===== config.mk =====
export PLATFORM = sky130hd
export DESIGN_NAME = query_token_lexer
export DESIGN_NICKNAME = d
export VERILOG_FILES = /design/src/qtl_pkg.sv /design/src/query_token_lexer.sv /design/src/qtl_in_reg.sv /design/src/qtl_scan.sv /design/src/qtl_res_fifo.sv
export SDC_FILE = /design/constraint.sdc
export NUM_CORES = 1
export LEC_CHECK = 0
export ABC_AREA = 0
export BUFFER_PORTS_ARGS = -buffer_cell sky130_fd_sc_hd__buf_4
export CAP_MARGIN = 20
export CORE_ASPECT_RATIO = 1.5
export CORE_MARGIN = 2
export CORE_UTILIZATION = 65
export DETAILED_ROUTE_END_ITERATION = 12
export HOLD_SLACK_MARGIN = 0.15
export PLACE_DENSITY = 0.8
export SLEW_MARGIN = 30
export SYNTH_ARGS = -nofsm -noshare
export SYNTH_HDL_FRONTEND = slang
export SYNTH_SLANG_ARGS = --single-unit

===== constraint.sdc =====
create_clock -name aclk -period 15.1 [get_ports aclk]
set_input_delay 1.51 -clock aclk [delete_from_list [all_inputs] [get_ports aclk]]
set_output_delay 1.51 -clock aclk [all_outputs]
set_load 0.01 [all_outputs]

===== src/qtl_pkg.sv =====
`timescale 1ns / 1ps
`default_nettype none

package qtl_pkg;

    // Default length limit of a string or identifier, in characters; reaching it ends the token with an error.
    localparam int MAX_TEXT_DEF = 32;

    // Result queue depth; a scan step needs two free entries.
    localparam int FIFO_DEPTH = 4;
    localparam int FIFO_PTR_W = $clog2(FIFO_DEPTH);
    localparam int FIFO_CNT_W = $clog2(FIFO_DEPTH + 1);

    // Token kinds.
    localparam logic [3:0] KIND_TEXT   = 4'd0;
    localparam logic [3:0] KIND_EOS    = 4'd1;
    localparam logic [3:0] KIND_STRING = 4'd2;
    localparam logic [3:0] KIND_NUMBER = 4'd3;
    localparam logic [3:0] KIND_IDENT  = 4'd4;
    localparam logic [3:0] KIND_OR     = 4'd5;
    localparam logic [3:0] KIND_LPAREN = 4'd9;
    localparam logic [3:0] KIND_RPAREN = 4'd10;
    localparam logic [3:0] KIND_COLON  = 4'd11;
    localparam logic [3:0] KIND_COMMA  = 4'd12;
    localparam logic [3:0] KIND_PIPE   = 4'd13;

    // Error codes.
    localparam logic [2:0] ERR_NONE       = 3'd0;
    localparam logic [2:0] ERR_STR_LONG   = 3'd1;
    localparam logic [2:0] ERR_STR_END    = 3'd2;
    localparam logic [2:0] ERR_IDENT_LONG = 3'd3;
    localparam logic [2:0] ERR_SYMBOL     = 3'd4;

    // Characters with a meaning of their own.
    localparam logic [7:0] CH_NUL    = 8'h00;
    localparam logic [7:0] CH_TAB    = 8'h09;
    localparam logic [7:0] CH_LF     = 8'h0A;
    localparam logic [7:0] CH_VT     = 8'h0B;
    localparam logic [7:0] CH_FF     = 8'h0C;
    localparam logic [7:0] CH_CR     = 8'h0D;
    localparam logic [7:0] CH_SPACE  = 8'h20;
    localparam logic [7:0] CH_QUOTE  = 8'h22;
    localparam logic [7:0] CH_LPAREN = 8'h28;
    localparam logic [7:0] CH_RPAREN = 8'h29;
    localparam logic [7:0] CH_COMMA  = 8'h2C;
    localparam logic [7:0] CH_ZERO   = 8'h30;
    localparam logic [7:0] CH_NINE   = 8'h39;
    localparam logic [7:0] CH_COLON  = 8'h3A;
    localparam logic [7:0] CH_GT     = 8'h3E;
    localparam logic [7:0] CH_BAR    = 8'h7C;

    // Keywords or, and, not, search, padded with zeros to eight places.
    localparam logic [7:0] KW_CHAR [4][8] = '{
        '{8'h6F, 8'h72, 8'h00, 8'h00, 8'h00, 8'h00, 8'h00, 8'h00},
        '{8'h61, 8'h6E, 8'h64, 8'h00, 8'h00, 8'h00, 8'h00, 8'h00},
        '{8'h6E, 8'h6F, 8'h74, 8'h00, 8'h00, 8'h00, 8'h00, 8'h00},
        '{8'h73, 8'h65, 8'h61, 8'h72, 8'h63, 8'h68, 8'h00, 8'h00}
    };
    localparam logic [2:0] KW_LEN [4] = '{3'd2, 3'd3, 3'd3, 3'd6};

    // One result item.
    typedef struct packed {
        logic [3:0]  kind;
        logic [7:0]  ch;
        logic [4:0]  idx;
        logic [31:0] num;
        logic [2:0]  err;
        logic        last;
    } res_t;

    // What one scan step hands to the result queue.
    typedef struct packed {
        logic [1:0] cnt;
        res_t       r0;
        res_t       r1;
    } push_t;

    function automatic logic is_letter(input logic [7:0] c);
        return (c >= 8'h41 && c <= 8'h5A) || (c >= 8'h61 && c <= 8'h7A);
    endfunction

    function automatic logic is_digit(input logic [7:0] c);
        return c >= CH_ZERO && c <= CH_NINE;
    endfunction

    function automatic logic is_space(input logic [7:0] c);
        return c == CH_SPACE || c == CH_TAB || c == CH_FF || c == CH_VT ||
               c == CH_LF || c == CH_CR;
    endfunction

    function automatic res_t mk_token(input logic [3:0] kind, input logic [31:0] num,
                                      input logic [2:0] err);
        res_t r;
        r.kind = kind;
        r.ch   = 8'h00;
        r.idx  = 5'd0;
        r.num  = num;
        r.err  = err;
        r.last = 1'b0;
        return r;
    endfunction

endpackage

`default_nettype wire


===== src/query_token_lexer.sv =====
// query_token_lexer: streaming tokenizer for search query text.
//
// The slave side takes one query byte per beat on s_tdata; a zero byte ends
// the query, closes any open token and yields an end-of-stream token. The
// master side gives one result per beat: token kind on m_tuser, character,
// index, number and error code packed in m_tdata, and m_tlast marking the
// final result caused by one input byte (each byte causes zero to two).
//
// Flow: a byte is taken into the input register, scanned into the result
// queue by the scan step between the input register and the queue, and its
// results are then offered from the queue. Throughput is one byte per cycle
// while the queue has room for two results; bytes that cause two results
// need two output beats, so a run of them is paced by the master side at
// one result per cycle.
//
// When the receiver stalls, results wait in a four-entry queue; the scanner
// pauses once fewer than two entries are free and then holds off s_tready.
// After reset (aresetn low, synchronous) the scanner is idle, no error is
// pending and the queue is empty.
`timescale 1ns / 1ps
`default_nettype none

module query_token_lexer #(
    parameter int MAX_TEXT = qtl_pkg::MAX_TEXT_DEF
) (
    input  wire logic        aclk,
    input  wire logic        aresetn,
    input  wire logic        s_tvalid,
    output logic             s_tready,
    input  wire logic [7:0]  s_tdata,   // [7:0] in_byte
    output logic             m_tvalid,
    input  wire logic        m_tready,
    output logic [47:0]      m_tdata,   // [7:0] text_char, [12:8] text_index,
                                        // [44:13] number_value, [47:45] error_code
    output logic [3:0]       m_tuser,   // [3:0] token_kind
    output logic             m_tlast    // last_of_run
);

    logic           in_valid;
    logic [7:0]     in_byte;
    logic           room;
    logic           step;
    qtl_pkg::push_t push;

    // A byte is scanned when one is held and the queue can take two results.
    assign step = in_valid && room;

    qtl_in_reg u_in_reg (
        .aclk     (aclk),
        .aresetn  (aresetn),
        .s_tvalid (s_tvalid),
        .s_tready (s_tready),
        .s_tdata  (s_tdata),
        .take     (step),
        .in_valid (in_valid),
        .in_byte  (in_byte)
    );

    qtl_scan #(
        .MAX_TEXT (MAX_TEXT)
    ) u_scan (
        .aclk    (aclk),
        .aresetn (aresetn),
        .step    (step),
        .in_byte (in_byte),
        .push    (push)
    );

    qtl_res_fifo u_res_fifo (
        .aclk     (aclk),
        .aresetn  (aresetn),
        .push     (push),
        .room     (room),
        .m_tvalid (m_tvalid),
        .m_tready (m_tready),
        .m_tdata  (m_tdata),
        .m_tuser  (m_tuser),
        .m_tlast  (m_tlast)
    );

endmodule

`default_nettype wire


===== src/qtl_in_reg.sv =====
`timescale 1ns / 1ps
`default_nettype none

module qtl_in_reg (
    input  wire logic       aclk,
    input  wire logic       aresetn,
    input  wire logic       s_tvalid,
    output logic            s_tready,
    input  wire logic [7:0] s_tdata,   // [7:0] in_byte
    input  wire logic       take,
    output logic            in_valid,
    output logic [7:0]      in_byte
);

    logic       valid_reg;
    logic       valid_next;
    logic [7:0] byte_reg;

    // The register frees up in the same cycle that the scanner takes its byte.
    assign s_tready = !valid_reg || take;
    assign in_valid = valid_reg;
    assign in_byte  = byte_reg;

    always_comb begin
        valid_next = valid_reg;
        if (s_tvalid && s_tready) begin
            valid_next = 1'b1;
        end else if (take) begin
            valid_next = 1'b0;
        end
    end

    always_ff @(posedge aclk) begin
        if (!aresetn) begin
            valid_reg <= 1'b0;
        end else begin
            valid_reg <= valid_next;
        end
    end

    always_ff @(posedge aclk) begin
        if (s_tvalid && s_tready) begin
            byte_reg <= s_tdata;
        end
    end

endmodule

`default_nettype wire


===== src/qtl_scan.sv =====
`timescale 1ns / 1ps
`default_nettype none

module qtl_scan #(
    parameter int MAX_TEXT = qtl_pkg::MAX_TEXT_DEF
) (
    input  wire logic        aclk,
    input  wire logic        aresetn,
    input  wire logic        step,
    input  wire logic [7:0]  in_byte,
    output qtl_pkg::push_t   push
);

    localparam int CNT_W = ($clog2(MAX_TEXT + 1) > 3) ? $clog2(MAX_TEXT + 1) : 3;

    typedef enum logic [4:0] {
        MODE_IDLE   = 5'b00001,
        MODE_STRING = 5'b00010,
        MODE_IDENT  = 5'b00100,
        MODE_NUMBER = 5'b01000,
        MODE_PIPE   = 5'b10000
    } mode_t;

    mode_t            mode_reg, mode_next;
    logic [CNT_W-1:0] cnt_reg, cnt_next;
    logic [31:0]      acc_reg, acc_next;
    logic [3:0]       kw_reg, kw_next;
    logic             pend_reg, pend_next;

    qtl_pkg::res_t    res [2];
    logic [1:0]       n;
    logic             run_idle;

    // Drop every keyword that no longer matches once letter c sits at pos.
    function automatic logic [3:0] kw_filter(input logic [3:0] kw,
                                             input logic [CNT_W-1:0] pos,
                                             input logic [7:0] c);
        logic [3:0] keep;
        for (int k = 0; k < 4; k++) begin
            keep[k] = kw[k] && (pos < CNT_W'(qtl_pkg::KW_LEN[k])) &&
                      (qtl_pkg::KW_CHAR[k][pos[2:0]] == c);
        end
        return keep;
    endfunction

    function automatic qtl_pkg::res_t mk_text(input logic [7:0] c,
                                              input logic [CNT_W-1:0] pos);
        qtl_pkg::res_t r;
        r      = qtl_pkg::mk_token(qtl_pkg::KIND_TEXT, 32'd0, qtl_pkg::ERR_NONE);
        r.ch   = c;
        r.idx  = 5'(pos);
        return r;
    endfunction

    function automatic logic [3:0] ident_kind(input logic [3:0] kw,
                                              input logic [CNT_W-1:0] cnt);
        logic [3:0] kind;
        kind = qtl_pkg::KIND_IDENT;
        for (int k = 0; k < 4; k++) begin
            if (kw[k] && cnt == CNT_W'(qtl_pkg::KW_LEN[k])) begin
                kind = qtl_pkg::KIND_OR + 4'(k);
            end
        end
        return kind;
    endfunction

    // One full scan step: the current mode first, then the byte from idle if needed.
    always_comb begin
        mode_next = mode_reg;
        cnt_next  = cnt_reg;
        acc_next  = acc_reg;
        kw_next   = kw_reg;
        pend_next = pend_reg;
        res[0]    = qtl_pkg::mk_token(qtl_pkg::KIND_TEXT, 32'd0, qtl_pkg::ERR_NONE);
        res[1]    = qtl_pkg::mk_token(qtl_pkg::KIND_TEXT, 32'd0, qtl_pkg::ERR_NONE);
        n         = 2'd0;
        run_idle  = 1'b0;

        case (mode_reg)
            MODE_STRING: begin
                if (in_byte == qtl_pkg::CH_QUOTE) begin
                    res[0] = qtl_pkg::mk_token(qtl_pkg::KIND_STRING, 32'd0,
                                               qtl_pkg::ERR_NONE);
                    n         = 2'd1;
                    pend_next = 1'b0;
                    mode_next = MODE_IDLE;
                end else if (in_byte == qtl_pkg::CH_NUL || in_byte == qtl_pkg::CH_LF ||
                             in_byte == qtl_pkg::CH_CR) begin
                    res[0] = qtl_pkg::mk_token(qtl_pkg::KIND_STRING, 32'd0,
                                               qtl_pkg::ERR_STR_END);
                    n         = 2'd1;
                    pend_next = 1'b0;
                    mode_next = MODE_IDLE;
                    run_idle  = (in_byte == qtl_pkg::CH_NUL);
                end else begin
                    res[0]   = mk_text(in_byte, cnt_reg);
                    n        = 2'd1;
                    cnt_next = cnt_reg + 1'b1;
                    if (cnt_next >= CNT_W'(MAX_TEXT)) begin
                        res[1] = qtl_pkg::mk_token(qtl_pkg::KIND_STRING, 32'd0,
                                                   qtl_pkg::ERR_STR_LONG);
                        n         = 2'd2;
                        pend_next = 1'b0;
                        mode_next = MODE_IDLE;
                    end
                end
            end
            MODE_IDENT: begin
                if (qtl_pkg::is_letter(in_byte)) begin
                    kw_next  = kw_filter(kw_reg, cnt_reg, in_byte);
                    res[0]   = mk_text(in_byte, cnt_reg);
                    n        = 2'd1;
                    cnt_next = cnt_reg + 1'b1;
                    if (cnt_next >= CNT_W'(MAX_TEXT)) begin
                        res[1] = qtl_pkg::mk_token(qtl_pkg::KIND_IDENT, 32'd0,
                                                   qtl_pkg::ERR_IDENT_LONG);
                        n         = 2'd2;
                        pend_next = 1'b0;
                        mode_next = MODE_IDLE;
                    end
                end else begin
                    res[0] = qtl_pkg::mk_token(ident_kind(kw_reg, cnt_reg), 32'd0,
                                               pend_reg ? qtl_pkg::ERR_SYMBOL
                                                        : qtl_pkg::ERR_NONE);
                    n         = 2'd1;
                    pend_next = 1'b0;
                    run_idle  = 1'b1;
                end
            end
            MODE_NUMBER: begin
                if (qtl_pkg::is_digit(in_byte)) begin
                    acc_next = (acc_reg << 3) + (acc_reg << 1) +
                               32'(in_byte - qtl_pkg::CH_ZERO);
                end else begin
                    res[0] = qtl_pkg::mk_token(qtl_pkg::KIND_NUMBER, acc_reg,
                                               pend_reg ? qtl_pkg::ERR_SYMBOL
                                                        : qtl_pkg::ERR_NONE);
                    n         = 2'd1;
                    pend_next = 1'b0;
                    run_idle  = 1'b1;
                end
            end
            MODE_PIPE: begin
                mode_next = MODE_IDLE;
                if (in_byte == qtl_pkg::CH_GT) begin
                    res[0] = qtl_pkg::mk_token(qtl_pkg::KIND_PIPE, 32'd0,
                                               pend_reg ? qtl_pkg::ERR_SYMBOL
                                                        : qtl_pkg::ERR_NONE);
                    n         = 2'd1;
                    pend_next = 1'b0;
                end else begin
                    pend_next = 1'b1;
                    run_idle  = 1'b1;
                end
            end
            default: begin
                run_idle = 1'b1;
            end
        endcase

        // Scan the byte as if no token were open; this emits at most one result.
        if (run_idle) begin
            mode_next = MODE_IDLE;
            if (in_byte == qtl_pkg::CH_NUL) begin
                res[n[0]] = qtl_pkg::mk_token(qtl_pkg::KIND_EOS, 32'd0,
                                              pend_next ? qtl_pkg::ERR_SYMBOL
                                                        : qtl_pkg::ERR_NONE);
                n         = n + 2'd1;
                pend_next = 1'b0;
            end else if (qtl_pkg::is_space(in_byte)) begin
                mode_next = MODE_IDLE;
            end else if (in_byte == qtl_pkg::CH_QUOTE) begin
                mode_next = MODE_STRING;
                cnt_next  = '0;
            end else if (qtl_pkg::is_digit(in_byte)) begin
                mode_next = MODE_NUMBER;
                acc_next  = 32'(in_byte - qtl_pkg::CH_ZERO);
            end else if (qtl_pkg::is_letter(in_byte)) begin
                mode_next = MODE_IDENT;
                cnt_next  = CNT_W'(1);
                kw_next   = kw_filter(4'hF, '0, in_byte);
                res[n[0]] = mk_text(in_byte, '0);
                n         = n + 2'd1;
            end else if (in_byte == qtl_pkg::CH_LPAREN || in_byte == qtl_pkg::CH_RPAREN ||
                         in_byte == qtl_pkg::CH_COLON || in_byte == qtl_pkg::CH_COMMA) begin
                res[n[0]] = qtl_pkg::mk_token(
                    (in_byte == qtl_pkg::CH_LPAREN) ? qtl_pkg::KIND_LPAREN :
                    (in_byte == qtl_pkg::CH_RPAREN) ? qtl_pkg::KIND_RPAREN :
                    (in_byte == qtl_pkg::CH_COLON)  ? qtl_pkg::KIND_COLON  :
                                                      qtl_pkg::KIND_COMMA,
                    32'd0, pend_next ? qtl_pkg::ERR_SYMBOL : qtl_pkg::ERR_NONE);
                n         = n + 2'd1;
                pend_next = 1'b0;
            end else if (in_byte == qtl_pkg::CH_BAR) begin
                mode_next = MODE_PIPE;
            end else begin
                pend_next = 1'b1;
            end
        end

        // The final result of the step closes the run.
        if (n == 2'd1) begin
            res[0].last = 1'b1;
        end else if (n == 2'd2) begin
            res[1].last = 1'b1;
        end
    end

    assign push.cnt = step ? n : 2'd0;
    assign push.r0  = res[0];
    assign push.r1  = res[1];

    // Scanner state moves only when a byte is taken.
    always_ff @(posedge aclk) begin
        if (!aresetn) begin
            mode_reg <= MODE_IDLE;
            cnt_reg  <= '0;
            acc_reg  <= '0;
            kw_reg   <= '0;
            pend_reg <= 1'b0;
        end else if (step) begin
            mode_reg <= mode_next;
            cnt_reg  <= cnt_next;
            acc_reg  <= acc_next;
            kw_reg   <= kw_next;
            pend_reg <= pend_next;
        end
    end

    // An open string or identifier never holds a full count of characters.
    a_text_count_bound: assert property (@(posedge aclk) disable iff (!aresetn)
        (mode_reg == MODE_STRING || mode_reg == MODE_IDENT) |->
            cnt_reg < CNT_W'(MAX_TEXT))
        else $error("text count reached the limit inside an open token");

    // An identifier in progress always holds at least one letter.
    a_ident_nonempty: assert property (@(posedge aclk) disable iff (!aresetn)
        mode_reg == MODE_IDENT |-> cnt_reg != '0)
        else $error("identifier mode with no letters");

endmodule

`default_nettype wire


===== src/qtl_res_fifo.sv =====
`timescale 1ns / 1ps
`default_nettype none

module qtl_res_fifo (
    input  wire logic            aclk,
    input  wire logic            aresetn,
    input  wire qtl_pkg::push_t  push,
    output logic                 room,
    output logic                 m_tvalid,
    input  wire logic            m_tready,
    output logic [47:0]          m_tdata,  // [7:0] text_char, [12:8] text_index,
                                           // [44:13] number_value, [47:45] error_code
    output logic [3:0]           m_tuser,  // [3:0] token_kind
    output logic                 m_tlast   // last_of_run
);

    localparam int PW = qtl_pkg::FIFO_PTR_W;
    localparam int CW = qtl_pkg::FIFO_CNT_W;

    qtl_pkg::res_t mem_reg [qtl_pkg::FIFO_DEPTH];
    logic [PW-1:0] wr_ptr_reg, wr_ptr_next;
    logic [PW-1:0] rd_ptr_reg, rd_ptr_next;
    logic [CW-1:0] count_reg, count_next;
    logic          pop;
    qtl_pkg::res_t head;

    // A scan step may add two results, so it waits for two free entries.
    assign room     = count_reg <= CW'(qtl_pkg::FIFO_DEPTH - 2);
    assign m_tvalid = count_reg != '0;
    assign pop      = m_tvalid && m_tready;

    assign head    = mem_reg[rd_ptr_reg];
    assign m_tdata = {head.err, head.num, head.idx, head.ch};
    assign m_tuser = head.kind;
    assign m_tlast = head.last;

    always_comb begin
        wr_ptr_next = wr_ptr_reg + PW'(push.cnt);
        rd_ptr_next = pop ? rd_ptr_reg + 1'b1 : rd_ptr_reg;
        count_next  = count_reg + CW'(push.cnt) - CW'(pop);
    end

    always_ff @(posedge aclk) begin
        if (!aresetn) begin
            wr_ptr_reg <= '0;
            rd_ptr_reg <= '0;
            count_reg  <= '0;
        end else begin
            wr_ptr_reg <= wr_ptr_next;
            rd_ptr_reg <= rd_ptr_next;
            count_reg  <= count_next;
        end
    end

    // Result storage: first result at the write pointer, second one after it.
    always_ff @(posedge aclk) begin
        if (push.cnt != 2'd0) begin
            mem_reg[wr_ptr_reg] <= push.r0;
        end
        if (push.cnt == 2'd2) begin
            mem_reg[PW'(wr_ptr_reg + 1'b1)] <= push.r1;
        end
    end

    a_no_overflow: assert property (@(posedge aclk) disable iff (!aresetn)
        push.cnt != 2'd0 |-> room)
        else $error("results pushed without two free entries");

    a_count_bound: assert property (@(posedge aclk) disable iff (!aresetn)
        count_reg <= CW'(qtl_pkg::FIFO_DEPTH))
        else $error("result queue count beyond depth");

    a_pop_only: assert property (@(posedge aclk) disable iff (!aresetn)
        (pop && push.cnt == 2'd0) |=> count_reg == $past(count_reg) - 1'b1)
        else $error("result queue count did not drop after a beat left");

endmodule

`default_nettype wire


==> flow_summary.ini <==
[outcome]
status = finished, final reports clean

[place]
pre_cts_slack_ns = 9.11
hpwl_microns = 31600
port_buffers = 66
post-place-cells = 1788
place_congestion = 1.02

[power]
power_density_mw_per_mm2 = 115
p_total_mw = 2.04
vdd_drop_max_v = 0.000115
leakage_nw = 6.91

[synth]
syn-instance-count = 1462
synth_flop_cell = edfxtp_1
syn_nets = 1550
ys_ff_latch = 278
ys_warn_count = 0
synth_seq_area_share_pct = 48.3
syn_avg_cell_area_sq_um = 11.0
syn_area_sq_mm = 0.0161
synthArstFlopShare_pct = 0
synth_edf_count = 220
yosysUniqueCellTypes = 84

[cells_and_area]
layout.nets = 1581
num_antenna_cells = 0
largest_register_ffs = 212
area_delta_synth_final_pct = 10.4
fin_cells = 1836
drive_gt1_share_pct = 14.9
layout_common_cells = nor2_1 (229), edfxtp_1 (220), nand2_1 (127)
layout_commonest_cell = nor2_1

[clock_network]
cts_tree = yes
cts_resized = 0
hold_buffers = 0
postCtsSetupRepairBufs = 0
cts_max_level = 1
path_clk_slew_ns = 0.07
cts_max_path_buffers = 3
insertion_delay_ns = 0.55
cts_inserted_buffers = 26
root_buffer = clkbuf_16
clock_sinks = 278

[critical_path]
end_kind = flip-flop
crit_path_start_kind = flip-flop
crit_type = flip-flop to flip-flop
critPathMaxFanout = 36
critPathArrivalTime_ns = 6.38
required_ns = 15.36

[floorplan]
die_area_sq_mm = 0.0260
core_region_area_sq_mm = 0.0243
chipHeight_microns = 197
io_pins = 67
rows = 70
initial_utilization_pct = 66.0
die_w_microns = 132

[sta]
min_period_over_period_pct = 40.5
slew_headroom_pct = 32.9
tns_ns = 0
post-route-min-period_ns = 6.11
timing.fmax_mhz = 164
hold_violations = 0
finClkSkew_ns = 0.0125
tightest_slew_ns = 0.992
fin_ws_ns = 8.99
slew_violations = 0
rsz0062_at_grt = no
setup_viol = 0

[global_routing]
grt_pass1_vias = 12400
antenna_found_initial = 0
grt_usage_pct = 36.2
grt_pass1_wl_microns = 72100
overflow = 0
grt_max_degree = 54

[drt]
ant_nets = 0
drt-total-wl_microns = 47700
routed_via_density = 6.84
drtIter0Drc = 1282
routedWlPerCell_microns = 26.0
vias = 12600
route.detailed.drc = 0
dr.pass1.iters = 5

[job]
maxCapViolCount = 0

[min_path]
hold_class = flip-flop to flip-flop
[stage by stage]
stage / hold WS (ns) / utilization [%] / area [sq um]
final: 0.492 / 72.9 / 17800
after detailed placement: 0.479 / 69.1 / 16800
after CTS: 0.486 / 72.8 / 17700
after global placement: 0.467 / 69.1 / 16800
after floorplan: 0.450 / - / 16100
after global routing: 0.502 / 72.9 / 17800
[where the power goes]
group	switching (mW)	leakage (nW)	internal, mW	total [mW]
Clock	0.306	0.440	0.398	0.703
Combinational	0.242	3.83	0.221	0.463
Sequential	0.0302	2.64	0.839	0.869
Total	0.578	6.91	1.46	2.04
[cells in the mapped netlist, drive strengths merged, types with 9 or more instances]
cell	instances	area [sq um]
nor2	230	863
edfxtp	220	6610
nand2	127	477
a21oi	78	394
o21ai	60	300
dfxtp	58	1160
clkbuf	54	203
mux4	53	1190
mux2i	52	521
inv	49	184
ha	46	576
nor3	39	206
buf	38	243
fa	30	601
nand3	27	135
xnor2	25	219
a21o	16	120
and3	15	93.8
a211oi	14	105
a31oi	14	103
xor2	14	123
nand2b	13	81.3
or3	12	75.1
o211ai	11	82.6
nand4	10	68.8
a22oi	9	67.6
and2	9	56.3
nor4	9	71.3
[per-layer routing]
| metal | track usage [%] | vias to the layer above | part of all wire (%) |
|---|---|---|---|
| met5 | 0 | - | 0 |
| met4 | 13.9 | 0 | 4.0 |
| met3 | 3.16 | 118 | 7.0 |
| met2 | 64.0 | 725 | 52 |
| met1 | 46.5 | 6226 | 37 |
| li1 | - | 5497 | - |
[logic make-up (layout without fill, tap and decap cells)]
logic type               after synthesis  in the layout  share of synthesized area [%]
flip-flops                           278            278                           48.3
adder cells (fa/ha/maj)               76             76                           7.32
AO/OA/AOI/OAI                        291            291                           12.2
multiplexers                         105            105                           10.7
XOR/XNOR                              40             40                           2.26
AND/OR/NAND/NOR                      530            530                           15.3
buffers and inverters                142            192                           3.95
[path summary, 6_finish.rpt]
path,start,to,slack [ns],depth (start not counted)
hold / removal,u_scan.cnt_reg[5],u_scan.cnt_reg[5],0.49,2
setup / recovery,u_in_reg.in_byte[4],u_res_fifo.mem_reg[1][51],8.99,14
hold reg to reg,u_scan.cnt_reg[5],u_scan.cnt_reg[5],0.49,2
setup reg to reg,u_in_reg.in_byte[4],u_res_fifo.mem_reg[1][51],8.99,14
[cell type report]
class | instances | area (sq um)
clock buffer | 27 | 676
clock inverter | 20 | 229
fill | 1697 | 6600
inverter | 50 | 189
multi-input combinational | 1042 | 7750
sequential | 278 | 7770
tap | 324 | 405
timing repair buffer | 95 | 733
[critical path: stages, from the launching register on]
cell       delay (ns)
edfxtp_1         0.75
ha_1             0.47
o211ai_1         0.28
a2111oi_4        0.43
buf_4            0.39
nor2_1           0.13
o21ai_0          0.29
nor2_1           0.22
inv_1            0.32
ha_1             0.33
a221oi_1         0.47
a21oi_2          0.24
nor3_4           0.75
buf_4            0.57
mux2i_1          0.16
Power figures use the tool's default switching activity.
